## src/design/hsvn_delay.sv

```systemverilog
// Pipeline delay line whose taps advance with their own stage enables.
module hsvn_delay #(
    parameter int W = 64,
    parameter int N = 2
) (
    input  logic         aclk,
    input  logic [N-1:0] en,
    input  logic [W-1:0] d,
    output logic [W-1:0] q
);

    logic [W-1:0] sr_reg [N];

    always_ff @(posedge aclk) begin
        if (en[0]) begin
            sr_reg[0] <= d;
        end
        for (int k = 1; k < N; k++) begin
            if (en[k]) begin
                sr_reg[k] <= sr_reg[k-1];
            end
        end
    end

    assign q = sr_reg[N-1];

endmodule

```

## config.mk

```make
export PLATFORM = sky130hd
export DESIGN_NAME = hsvn_delay
export DESIGN_NICKNAME = d
export VERILOG_FILES = /design/src/design/hsvn_delay.sv
export SDC_FILE = /design/constraint.sdc
export NUM_CORES = 1
export LEC_CHECK = 0
export ABC_AREA = 0
export BUFFER_PORTS_ARGS = -buffer_cell sky130_fd_sc_hd__buf_2
export CORE_UTILIZATION = 50
export CTS_CLUSTER_SIZE = 24
export DETAILED_ROUTE_END_ITERATION = 8
export PLACE_DENSITY = 0.82
export SYNTH_ARGS = -nofsm -noshare
export SYNTH_HDL_FRONTEND = slang
export SYNTH_SLANG_ARGS = --single-unit
```

## constraint.sdc

```tcl
create_clock -name aclk -period 1.13 [get_ports aclk]
set_clock_uncertainty 0.05 [all_clocks]
set_input_delay 0.113 -clock aclk [delete_from_list [all_inputs] [get_ports aclk]]
set_output_delay 0.113 -clock aclk [all_outputs]
set_load 0.03 [all_outputs]
```

==> metrics.md <==
| Metric | Value |
|---|---|
| Status | complete, but fails checks |
| Violated checks | setup timing |
| Worst path bufs/invs | 1 |
| First-pass GRT wire length | 10600 um |
| Footprint of the multi-input gates | 0 um^2 |
| Clk_lat worst skew | 0.49 ns |
| Reg2reg setup slack | 0.42 ns |
| Min-delay worst type | input pin to flop |
| Drt first pass iters | 4 |
| Drt drc | 0 |
| Seq cells post-synth | 128 |
| DR iter-0 viols | 56 |
| Crit path depth | 1 |
| Pwr dens | 1890 nW/um^2 |
| Final worst path period share | 108% |
| Non-filler cells in the finished layout | 464 |
| Combinational share of power | 8.9% |
| Register area share after synthesis | 88.9% |
| N_diodes | 0 |
| Via total after detailed routing | 2043 |
| Peak VDD IR | 1170 uV |
| Post-synth cell types | 2 |
| Setup-failing EPs final | 64 |
| Synthesized area | 4320 um^2 |
| RSZ-0062 raised after global routing | true |
| Largest register FFs | 128 |
| LEAKAGE | 2.48 nW |
| Clk root buf | clkbuf_8 |
| Critical-path cell list | buf_6 |
| Hold Path Origin | en[0] |
| Syn Nets | 259 |
| Hold EP | sr_reg[0][41] |
| Vias per std cell | 4.40 |
| Die area | 9020 um^2 |
| CP Class | flop to output port |
| Fillers | 465 |
| Warnings from Yosys | 0 |
| Worst Path Max Fanout | 1 |
| Post-synthesis mux area share | 0% |
| Starting Density | 52.1% |
| Die X-Extent | 95.0 um |
| Vias in the first global route | 2188 |
| Worst r2r src | sr_reg[0][39] |
| Dpl ws | 0.242 ns |
| CTS tree | built |
| Synth top area cells | edfxtp_1, buf_4 |
| NetSw | 0.00265 W |
| Initial antenna violation count | 0 |
| Switching part of the total | 22.1% |
| Slew headroom | 81.9% |
| Max Buffers Root-to-Sink | 2 |
| Part of the power in registers | 48.1% |
| Transition time of the tightest slew-check pin | 0.271 ns |
| Fin crit period | 1.22 ns |
| # Post-CTS Setup Buffers | 0 |
| Top-Level Pins | 131 |
| Cts bufs inserted | 17 |
| Post-Synth Adder-Cell Area | 0% |
| Post-synthesis xor/xnor area fraction | 0% |
| Max Cap Viol | 0 |
| Startpoint type of the worst setup path | flop |
| PnR worst setup slack | -0.0926 ns |
| GRT Util Overall | 17.3% |
| Register area | 3840 um^2 |
| I/O Buffers | 130 |
| Final hold violations | 0 |
| Cell Int Power | 0.00932 W |
| Fin util | 76.3% |
| WL final | 7450 um |
| WP data arrival | 1.06 ns |
| Power Total | 0.0120 W |
| Crit path required time | 0.97 ns |
| Final ANT Viol Nets | 0 |
| Main combinational cell family by area after synthesis | buffers and inverters |
| Clk pwr share | 43.0% |
| Max incr delay on CP | 0.40 ns |
| Num rows | 33 |
| GRT overflow | 0 |
| FF-to-FF End | sr_reg[0][103] |
| Nets | 413 |
| Syn avg cell area | 22.5 um^2 |
| FF-to-FF path depth | 0 |
| Post-Syn Instances | 192 |
| Setup crit end kind | output port |
| Largest net degree at the start of global routing | 36 |
| Area growth, synth to finish | 46.4% |
| Routed wire length per instance | 16.1 um |
| Share of the synthesized area in the top cell type | 88.9% |
| Placed wire-length estimate | 3980 um |
| Leading area contributor after synthesis | edfxtp_1 |
| Final Wtd Congestion | 0.664 |
| Achievable Freq | 0.818 GHz |
| Worst-path clk slew | 0.06 ns |
| Hold path depth | 2 |
| Die height | 95.0 um |
| Cell count after placement | 368 |
| CTS sink cnt | 128 |
| Multi-input comb cells | 0 |
| Layout cells sized above 1 | 46.5% |
| Critical-path top delay cell | edfxtp_1 |
| Crit path max-delay family | flip-flops |
| H-tree depth | 4 |
| Core Region | 8300 um^2 |
| Fin. max-slew vios | 0 |
| Simple-Gate Fraction of Synth Area | 0% |
| Compound-Gate Fraction of Synth Area | 0% |
==> worst max-delay path by stage <==
stage                    from            end  slack [ns]
6_report        sr_reg[0][69]           q[5]       -0.09
5_1_grt         sr_reg[0][69]           q[5]       -0.14
4_1_cts        sr_reg[0][108]          q[44]       -0.13
3_5_place_dp            en[0]  sr_reg[0][30]        0.24
3_3_place_gp            en[0]  sr_reg[0][30]        0.26
2_1_floorplan   sr_reg[0][64]           q[0]        0.47
==> per-layer routing <==
layer / part of all wire (%) / global-route usage [%] / up-vias / wire length (um)
met1: 38 / 17.8 / 982 / 2800
met2: 56 / 31.3 / 90 / 4150
li1: - / - / 963 / -
met5: 0 / 0 / - / 0
met3: 6.1 / 6.36 / 8 / 458
met4: 0.68 / 7.58 / 0 / 51
==> metrics by stage <==
step	TNS [ns]	area [um^2]	hold WS [ns]
global placement	0	4710	0.239
floorplan	0	4320	0.162
finish	-4.06	6330	0.0450
detailed placement	0	4710	0.241
global route	-7.04	6330	0.0428
CTS	-5.97	6330	0.0277
==> cells by family after synthesis <==
group,after synthesis
buffers and inverters,64
DFF,128
==> what timing repair did <==
action                                  4_1_cts  5_1_grt
hold buffers                                 64        0
endpoints found under the setup margin       64       64
gates resized for setup                     128        0
hold endpoints to repair                     64        0
==> cell type report <==
class,count,share of cell area (%)
clock buffer,17,6.54
sequential,128,60.7
timing repair buffer,199,28.1
clock inverter,15,2.55
tap,105,2.08
==> cell usage after synthesis (all sizes together) <==
cell type  number
buf            64
edfxtp        128
==> placed cells by master (no fill, tap or decap), drive strengths merged <==
cell	instances
clkinvlp	4
bufinv	2
clkbuf	17
buf	135
clkinv	6
inv	3
dlygate4sd3	64
edfxtp	128
==> power groups by stage <==
stage                     Sequential [W]  Combinational [W]  Clock [W]
after global placement           0.00580           0.000695          0
after floorplan                  0.00579           0.000526          0
final                            0.00576            0.00106    0.00515
after detailed placement         0.00582           0.000705          0
after CTS                        0.00576            0.00105    0.00524
after global routing             0.00579            0.00111    0.00542
(Power assumes the default switching activity.)
