### config.mk
export PLATFORM = sky130hd
export DESIGN_NAME = hsvn_ctrl
export DESIGN_NICKNAME = d
export VERILOG_FILES = /design/src/design/hsvn_pkg.sv /design/src/design/hsvn_ctrl.sv
export SDC_FILE = /design/constraint.sdc
export NUM_CORES = 1
export LEC_CHECK = 0
export BUFFER_PORTS_ARGS = -buffer_cell sky130_fd_sc_hd__buf_2
export CAP_MARGIN = 20
export CORE_UTILIZATION = 33
export CTS_BUF_LIST = sky130_fd_sc_hd__clkbuf_16
export CTS_CLUSTER_SIZE = 24
export DETAILED_ROUTE_END_ITERATION = 8
export HOLD_SLACK_MARGIN = 0.02
export PLACE_DENSITY = 0.65
export SLEW_MARGIN = 20
export SYNTH_ARGS = -nofsm -noshare
export SYNTH_HDL_FRONTEND = slang
export SYNTH_SLANG_ARGS = --single-unit
### constraint.sdc
create_clock -name aclk -period 5.05 [get_ports aclk]
set_clock_uncertainty 0.15 [all_clocks]
set_input_delay 0.7575 -clock aclk [delete_from_list [all_inputs] [get_ports aclk]]
set_output_delay 0.7575 -clock aclk [all_outputs]
set_load 0.005 [all_outputs]
### src/design/hsvn_pkg.sv
// Shared constants, types and a helper function for the hashed value-noise block.
package hsvn_pkg;

    localparam int LIMB_W     = 32;
    localparam int HASH_W     = 64;
    localparam int UNIT_W     = 53;
    localparam int DIFF_W     = UNIT_W + 1;
    localparam int HASH_DROP  = 11;
    localparam int NUM_STAGES = 22;

    localparam logic [HASH_W-1:0] GOLDEN       = 64'h9e3779b97f4a7c15;
    localparam logic [HASH_W-1:0] MIX_C1       = 64'hbf58476d1ce4e5b9;
    localparam logic [HASH_W-1:0] MIX_C2       = 64'h94d049bb133111eb;
    localparam logic [HASH_W-1:0] FRAME_K      = 64'h517cc1b727220a95;
    localparam logic [HASH_W-1:0] INDEX_K      = 64'h6eed0e9da4d94a4f;
    localparam logic [HASH_W-1:0] INDEX_OFFSET = 64'd4099;

    localparam int SHIFT_A = 30;
    localparam int SHIFT_B = 27;
    localparam int SHIFT_C = 31;

    typedef logic [NUM_STAGES-1:0] stage_vec_t;
    typedef logic [HASH_W-1:0]     hash_t;

    // last xor-shift of the finaliser
    function automatic hash_t mix_fin(input hash_t p);
        return p ^ (p >> SHIFT_C);
    endfunction

endpackage

### src/design/hsvn_ctrl.sv
// Valid bits of every pipeline stage and the per-stage advance enables.
module hsvn_ctrl (
    input  logic                 aclk,
    input  logic                 aresetn,
    input  logic                 s_valid,
    output logic                 s_ready,
    output logic                 m_valid,
    input  logic                 m_ready,
    output hsvn_pkg::stage_vec_t en
);

    localparam int NS = hsvn_pkg::NUM_STAGES;

    hsvn_pkg::stage_vec_t valid_reg;
    hsvn_pkg::stage_vec_t valid_next;

    // a stage may load when the receiver is ready or some stage at or after it is empty
    always_comb begin
        for (int k = 0; k < NS; k++) begin
            en[k] = m_ready || ((valid_reg >> k) != ({NS{1'b1}} >> k));
        end
    end

    always_comb begin
        valid_next = valid_reg;
        for (int k = 0; k < NS; k++) begin
            if (en[k]) begin
                valid_next[k] = (k == 0) ? s_valid : valid_reg[(k == 0) ? 0 : k-1];
            end
        end
    end

    always_ff @(posedge aclk) begin
        if (!aresetn) begin
            valid_reg <= '0;
        end else begin
            valid_reg <= valid_next;
        end
    end

    assign s_ready = en[0];
    assign m_valid = valid_reg[NS-1];

endmodule

==> impl_metrics.csv, run 1 <==
group,metric,value,unit
status,status,"finished, violations left",
status,violations,"design-rule violations",
die,num_rows,19,
setup_path,required,4.14,ns
global_route,grt_use_met3,0.0438,
run,cap_violations,0,
logic_synthesis,synth_top_area_frac,0.447,
placement,placed_area,1110,sq um
timing,maxSlewHeadroom,0.482,
die,initial_core_util,0.351,
logic_synthesis,synth.distinct_cells,27,
final_layout,largest_reg_flops,22,
power_and_ir_drop,power_density,290,nW/um^2
die,die_width,56.7,microns
route,drt_iter0_markers,29,
setup_path,end_kind,"output pin",
clocking,cts_root_buf,"clkbuf_16",
min_path,min_path_type,"reg2reg",
setup_path,reg2reg_from,"valid_reg[21]",
clocking,cts.sinks,22,
timing,post-route-min-period,3.28,ns
logic_synthesis,ys_top_cells_by_area,"dfxtp_1 45%, nand2_1 9.1%, nand3_1 6.6%",
clocking,insertion_delay,0.25,ns
logic_synthesis,yosys.area.top_type,"dfxtp_1",
logic_synthesis,synthCells,118,
min_path,min_from,"valid_reg[20]",
logic_synthesis,ys_ff_latch,22,
global_route,grt-ovfl-total,0,
logic_synthesis,synth_edf_count,0,
timing,setup_viol,0,
logic_synthesis,async_reset_ff_frac,0,
timing,rsz0062_at_grt,"false",
clocking,cts_buffers,3,
placement,dp_hpwl,1.45,mm
timing,period_share,0.649,
die,ioPinCount,28,
global_route,grt_max_degree,34,
logic_synthesis,syn_nets,122,
setup_path,crit_path_start_kind,"input pin",
route,drc_errors,4,
setup_path,path_max_fanout,14,
logic_synthesis,yosysMostFrequentCell,"nand2_1",
clocking,hold_buffers,0,
final_layout,drive_gt1_frac,0.270,
clocking,cts_resized,0,
timing,drv_slew,0,
min_path,hold-path-endpoint,"valid_reg[21]",
logic_synthesis,synth_warnings,0,
global_route,grt_usage,0.138,
clocking,clkSlewWorstSetupHoldPaths,0.05,ns
placement,io_buffers,27,
route,via_per_inst,5.17,
logic_synthesis,synth-main-ff-cell,"dfxtp_1",
route,ant_nets,0,
logic_synthesis,seq_area_frac_synth,0.447,
die,coreArea,2810,sq um
final_layout,area_growth,20.7,%
clocking,cts_buffer_depth,2,
power_and_ir_drop,max-vdd-ir-drop,168,uV
clocking,postCtsSetupRepairBufs,0,
die,die_y,56.7,microns
placement,gp_congestion,0.717,
power_and_ir_drop,leakage,0.000416,uW
die,dieArea,3210,sq um
setup_path,crit_type,"in2out",
timing,worst_slew_pin_slew,0.772,ns
route,wl_per_cell,11.8,microns
final_layout,final_nets,147,
final_layout,final_cell_area,1190,sq um
timing,finalHoldViolations,0,
global_route,grt_pass1_wl,3.38,mm
route,wl,2.02,mm
setup_path,ff2ff_setup_slack,3.02,ns
logic_synthesis,syn_area,986,sq um
global_route,busiest_layer,"met2",
global_route,met2_usage,0.228,
timing,fin_setup_tns,0,ns
global_route,use_met1,0.161,
route,vias,890,
global_route,antenna_found_initial,0,
timing,max_clock_freq,305,MHz
setup_path,worstReg2RegEnd,"valid_reg[3]",
setup_path,reg2reg_depth,5,
min_path,whs_path_depth,2,
logic_synthesis,synth_common_cells,"24 x nand2_1, 22 x dfxtp_1, 13 x nand3_1",
final_layout,n_antenna_cell,0,
clocking,htreeDepth,1,
logic_synthesis,syn_avg_cell_area,8.36,sq um
setup_path,cp.arrival,2.37,ns
route,dr.pass1.iters,6,
global_route,grt_pass1_vias,778,
clocking,cts_tree,"built",
==> placed cells by master (no fill, tap or decap), drive strengths merged <==
cell type	count
a21boi	2
a21oi	1
a31oi	1
a32o	1
a41o	1
and2	2
and3	5
and3b	1
and4	1
buf	27
clkbuf	3
dfxtp	22
inv	7
nand2	24
nand2b	1
nand3	13
nand4	6
nor2	2
nor2b	2
nor3	2
nor4	1
o21a	5
o21ai	11
==> per-stage QoR <==
stage	util	power (uW)	hold slack [ns]	worst slack (ns)	cells
2_1_floorplan	-	184	0.272	2.18	118
3_3_place_gp	0.397	186	0.282	1.80	169
3_5_place_dp	0.397	187	0.304	1.75	169
4_1_cts	0.424	348	0.313	1.75	172
5_1_grt	0.424	357	0.333	1.60	172
6_report	0.424	345	0.309	1.77	172
==> final cells by class <==
class | instances | area [sq um]
clock buffers | 3 | 75.1
flip-flops and latches | 22 | 440
repair buffers | 27 | 135
well taps | 31 | 38.8
inverters | 7 | 31.3
fillers | 298 | 1620
multi-input cells | 82 | 469
==> power breakdown <==
part / switching [uW] / internal (uW)
clock: 58.0 / 104
combinational: 4.30 / 2.35
sequential: 1.14 / 175
==> routing by layer <==
metal	vias up	routed length, microns
met5	-	0
met4	0	38
met3	4	102
met2	23	963
met1	405	918
li1	458	-
==> logic make-up after synthesis <==
group	count (synthesis)	synth area share
simple gates	60	0.316
compound gates	22	0.160
flops	22	0.447
buf+inv	14	0.0774
==> worst max-delay path, stage by stage <==
cell and delay [ns]:
buf_2 0.10, and3b_1 0.35, inv_4 0.08, nor4_4 0.72
nand4_1 0.18, buf_2 0.17
==> how the worst max path moves through the flow <==
stage,startpoint,endpoint,slack (ns),depth (start not counted)
2_1_floorplan,m_ready,en[0],2.18,7
5_1_grt,m_ready,s_ready,1.60,6
6_report,m_ready,en[1],1.77,6
3_5_place_dp,m_ready,en[8],1.75,6
3_3_place_gp,m_ready,s_ready,1.80,6
4_1_cts,m_ready,en[1],1.75,6
No activity file was read; power rests on OpenSTA's default activity.
==> run 2, diff against run 1 <==
--- a/config.mk
+++ b/config.mk
@@ -12,7 +12,7 @@
 export CTS_CLUSTER_SIZE = 24
 export DETAILED_ROUTE_END_ITERATION = 8
 export HOLD_SLACK_MARGIN = 0.02
-export PLACE_DENSITY = 0.65
+export PLACE_DENSITY = 0.67
 export SLEW_MARGIN = 20
 export SYNTH_ARGS = -nofsm -noshare
 export SYNTH_HDL_FRONTEND = slang
==> constraint.sdc (replaced) <==
create_clock -name aclk -period 3 [get_ports aclk]
set_clock_uncertainty 0.15 [all_clocks]
set_input_delay 0.45 -clock aclk [delete_from_list [all_inputs] [get_ports aclk]]
set_output_delay 0.45 -clock aclk [all_outputs]
set_load 0.005 [all_outputs]
==> run 2 against run 1 <==
The flow still finishes with violations (design-rule violations). Highest routed layer is now met3. Critical path type is now reg2out. Utilization rose by 0.40 points. Final cell count up 1.2%. Routed wire length fell by 1.7%. Die area unchanged. Cell area up 0.95%. Combinational power is 69% higher.
==> impl_metrics.csv, run 2 (same netlist as run 1, synthesis figures left out) <==
group,metric,value,unit
status,status,"finished, violations left",
status,violations,"design-rule violations",
setup_path,end_kind,"output pin",
route,vias,863,
placement,gp_congestion,0.734,
placement,dp_hpwl,1.39,mm
route,drt_iter0_markers,33,
timing,maxSlewHeadroom,0.654,
setup_path,critPathMaxStageDelay,0.34,ns
clocking,cts_root_buf,"clkbuf_16",
timing,finalHoldViolations,0,
die,dieArea,3210,sq um
setup_path,reg2reg_depth,6,
run,cap_violations,0,
placement,io_buffers,27,
setup_path,cp_slowest_cell,"dfxtp_1",
global_route,grt_max_degree,34,
die,num_rows,19,
final_layout,final_cell_count_no_fill,174,
route,wl,1.99,mm
global_route,antenna_found_initial,0,
power_and_ir_drop,intPower,476,uW
setup_path,worstReg2RegEnd,"valid_reg[5]",
final_layout,n_antenna_cell,0,
power_and_ir_drop,p_sw,109,uW
clocking,insertion_delay,0.25,ns
clocking,clkSlewWorstSetupHoldPaths,0.06,ns
global_route,grt_pass1_wl,3.55,mm
route,dr.pass1.iters,6,
die,die_y,56.7,microns
final_layout,area_growth,21.8,%
power_and_ir_drop,swShare,0.186,
global_route,grt_pass1_vias,801,
power_and_ir_drop,seq_power_share,0.506,
route,wl_per_cell,11.4,microns
final_layout,drive_gt1_frac,0.273,
clocking,cts.sinks,22,
setup_path,crit_family,"simple AND/OR/NAND/NOR gates",
timing,period_share,0.779,
timing,worst_slew_pin_slew,0.518,ns
placement,dp.cells,170,
timing,drv_slew,0,
route,via_per_inst,4.96,
timing,max_clock_freq,428,MHz
setup_path,crit_chain,"and3b_1, inv_4, nor4_4, buf_4, nand4_1, buf_2",
global_route,grt_usage,0.138,
final_layout,n_fill_cell,294,
power_and_ir_drop,clock_power_share,0.474,
clocking,postCtsSetupRepairBufs,0,
clocking,cts_resized,0,
clocking,cts_buffers,3,
timing,post-route-min-period,2.34,ns
setup_path,required,2.40,ns
power_and_ir_drop,comb_power_share,0.019,
setup_path,cp_num_cells,6,
setup_path,path_max_fanout,14,
final_layout,final_nets,148,
setup_path,cp.arrival,1.74,ns
final_layout,final_common_cell,"buf_2",
final_layout,final_cell_mix,"27 x buf_2, 24 x nand2_1, 22 x dfxtp_1",
setup_path,crit_path_start_kind,"flip-flop",
min_path,min_path_type,"in2reg",
power_and_ir_drop,leakage,0.000423,uW
setup_path,ff2ff_setup_slack,1.31,ns
setup_path,cp-startpoint,"valid_reg[21]",
clocking,cts_tree,"built",
die,ioPinCount,28,
die,coreArea,2810,sq um
power_and_ir_drop,power_density,487,nW/um^2
route,ant_nets,0,
timing,fin_setup_tns,0,ns
setup_path,crit_buf_inv,3,
final_layout,largest_reg_flops,22,
timing,rsz0062_at_grt,"false",
timing,setup_viol,0,
power_and_ir_drop,max-vdd-ir-drop,230,uV
min_path,min_from,"s_valid",
power_and_ir_drop,total_power,585,uW
route,drc_errors,5,
setup_path,critPathCapture,"en[5]",
setup_path,reg2reg_from,"valid_reg[21]",
clocking,htreeDepth,1,
die,initial_core_util,0.351,
setup_path,crit_type,"reg2out",
die,die_width,56.7,microns
global_route,grt-ovfl-total,0,
clocking,hold_buffers,0,
clocking,cts_buffer_depth,2,
[run 2: through the flow]
step	worst slack [ns]	cell area (sq um)	hold slack [ns]	utilization
after floorplan	0.743	986	0.272	-
after global placement	0.685	1120	0.280	0.400
after detailed placement	0.667	1120	0.297	0.400
after CTS	0.636	1200	0.247	0.428
after global routing	0.535	1200	0.320	0.428
final	0.662	1200	0.255	0.428
[run 2: worst min path at each step]
stage | to | depth (start not counted) | slack (ns)
final | valid_reg[0] | 3 | 0.26
after global routing | valid_reg[0] | 3 | 0.32
after CTS | valid_reg[0] | 3 | 0.25
after detailed placement | valid_reg[8] | 2 | 0.30
after global placement | valid_reg[8] | 2 | 0.28
after floorplan | valid_reg[8] | 2 | 0.27
[run 2: cell type report]
class	count	area, sq um	area share
Clock inverter	1	3.75	0.00313
Multi-Input combinational cell	82	469	0.391
Tap cell	31	38.8	0.0323
Clock buffer	3	75.1	0.0625
Timing Repair Buffer	28	143	0.119
Sequential cell	22	440	0.367
Inverter	7	31.3	0.0260
[run 2: power by group through the flow]
| stage | clock network, uW | logic (uW) | registers, uW |
|---|---|---|---|
| after floorplan | 0 | 7.93 | 302 |
| after global placement | 0 | 10.9 | 302 |
| after detailed placement | 0 | 11.3 | 303 |
| after CTS | 287 | 11.3 | 296 |
| after global routing | 300 | 12.9 | 296 |
| final | 278 | 11.2 | 296 |
[run 2: tightest hold or removal path: stages]
cell	delay [ns]
buf_2	0.07
nand2_1	0.04
o21ai_1	0.06
[run 2: layer usage]
metal | part of all wire | wire, microns | GRT usage
met1 | 0.47 | 928 | 0.171
met2 | 0.48 | 956 | 0.240
met3 | 0.051 | 102 | 0.0392
met4 | 0 | 0 | 0.0214
met5 | 0 | 0 | 0
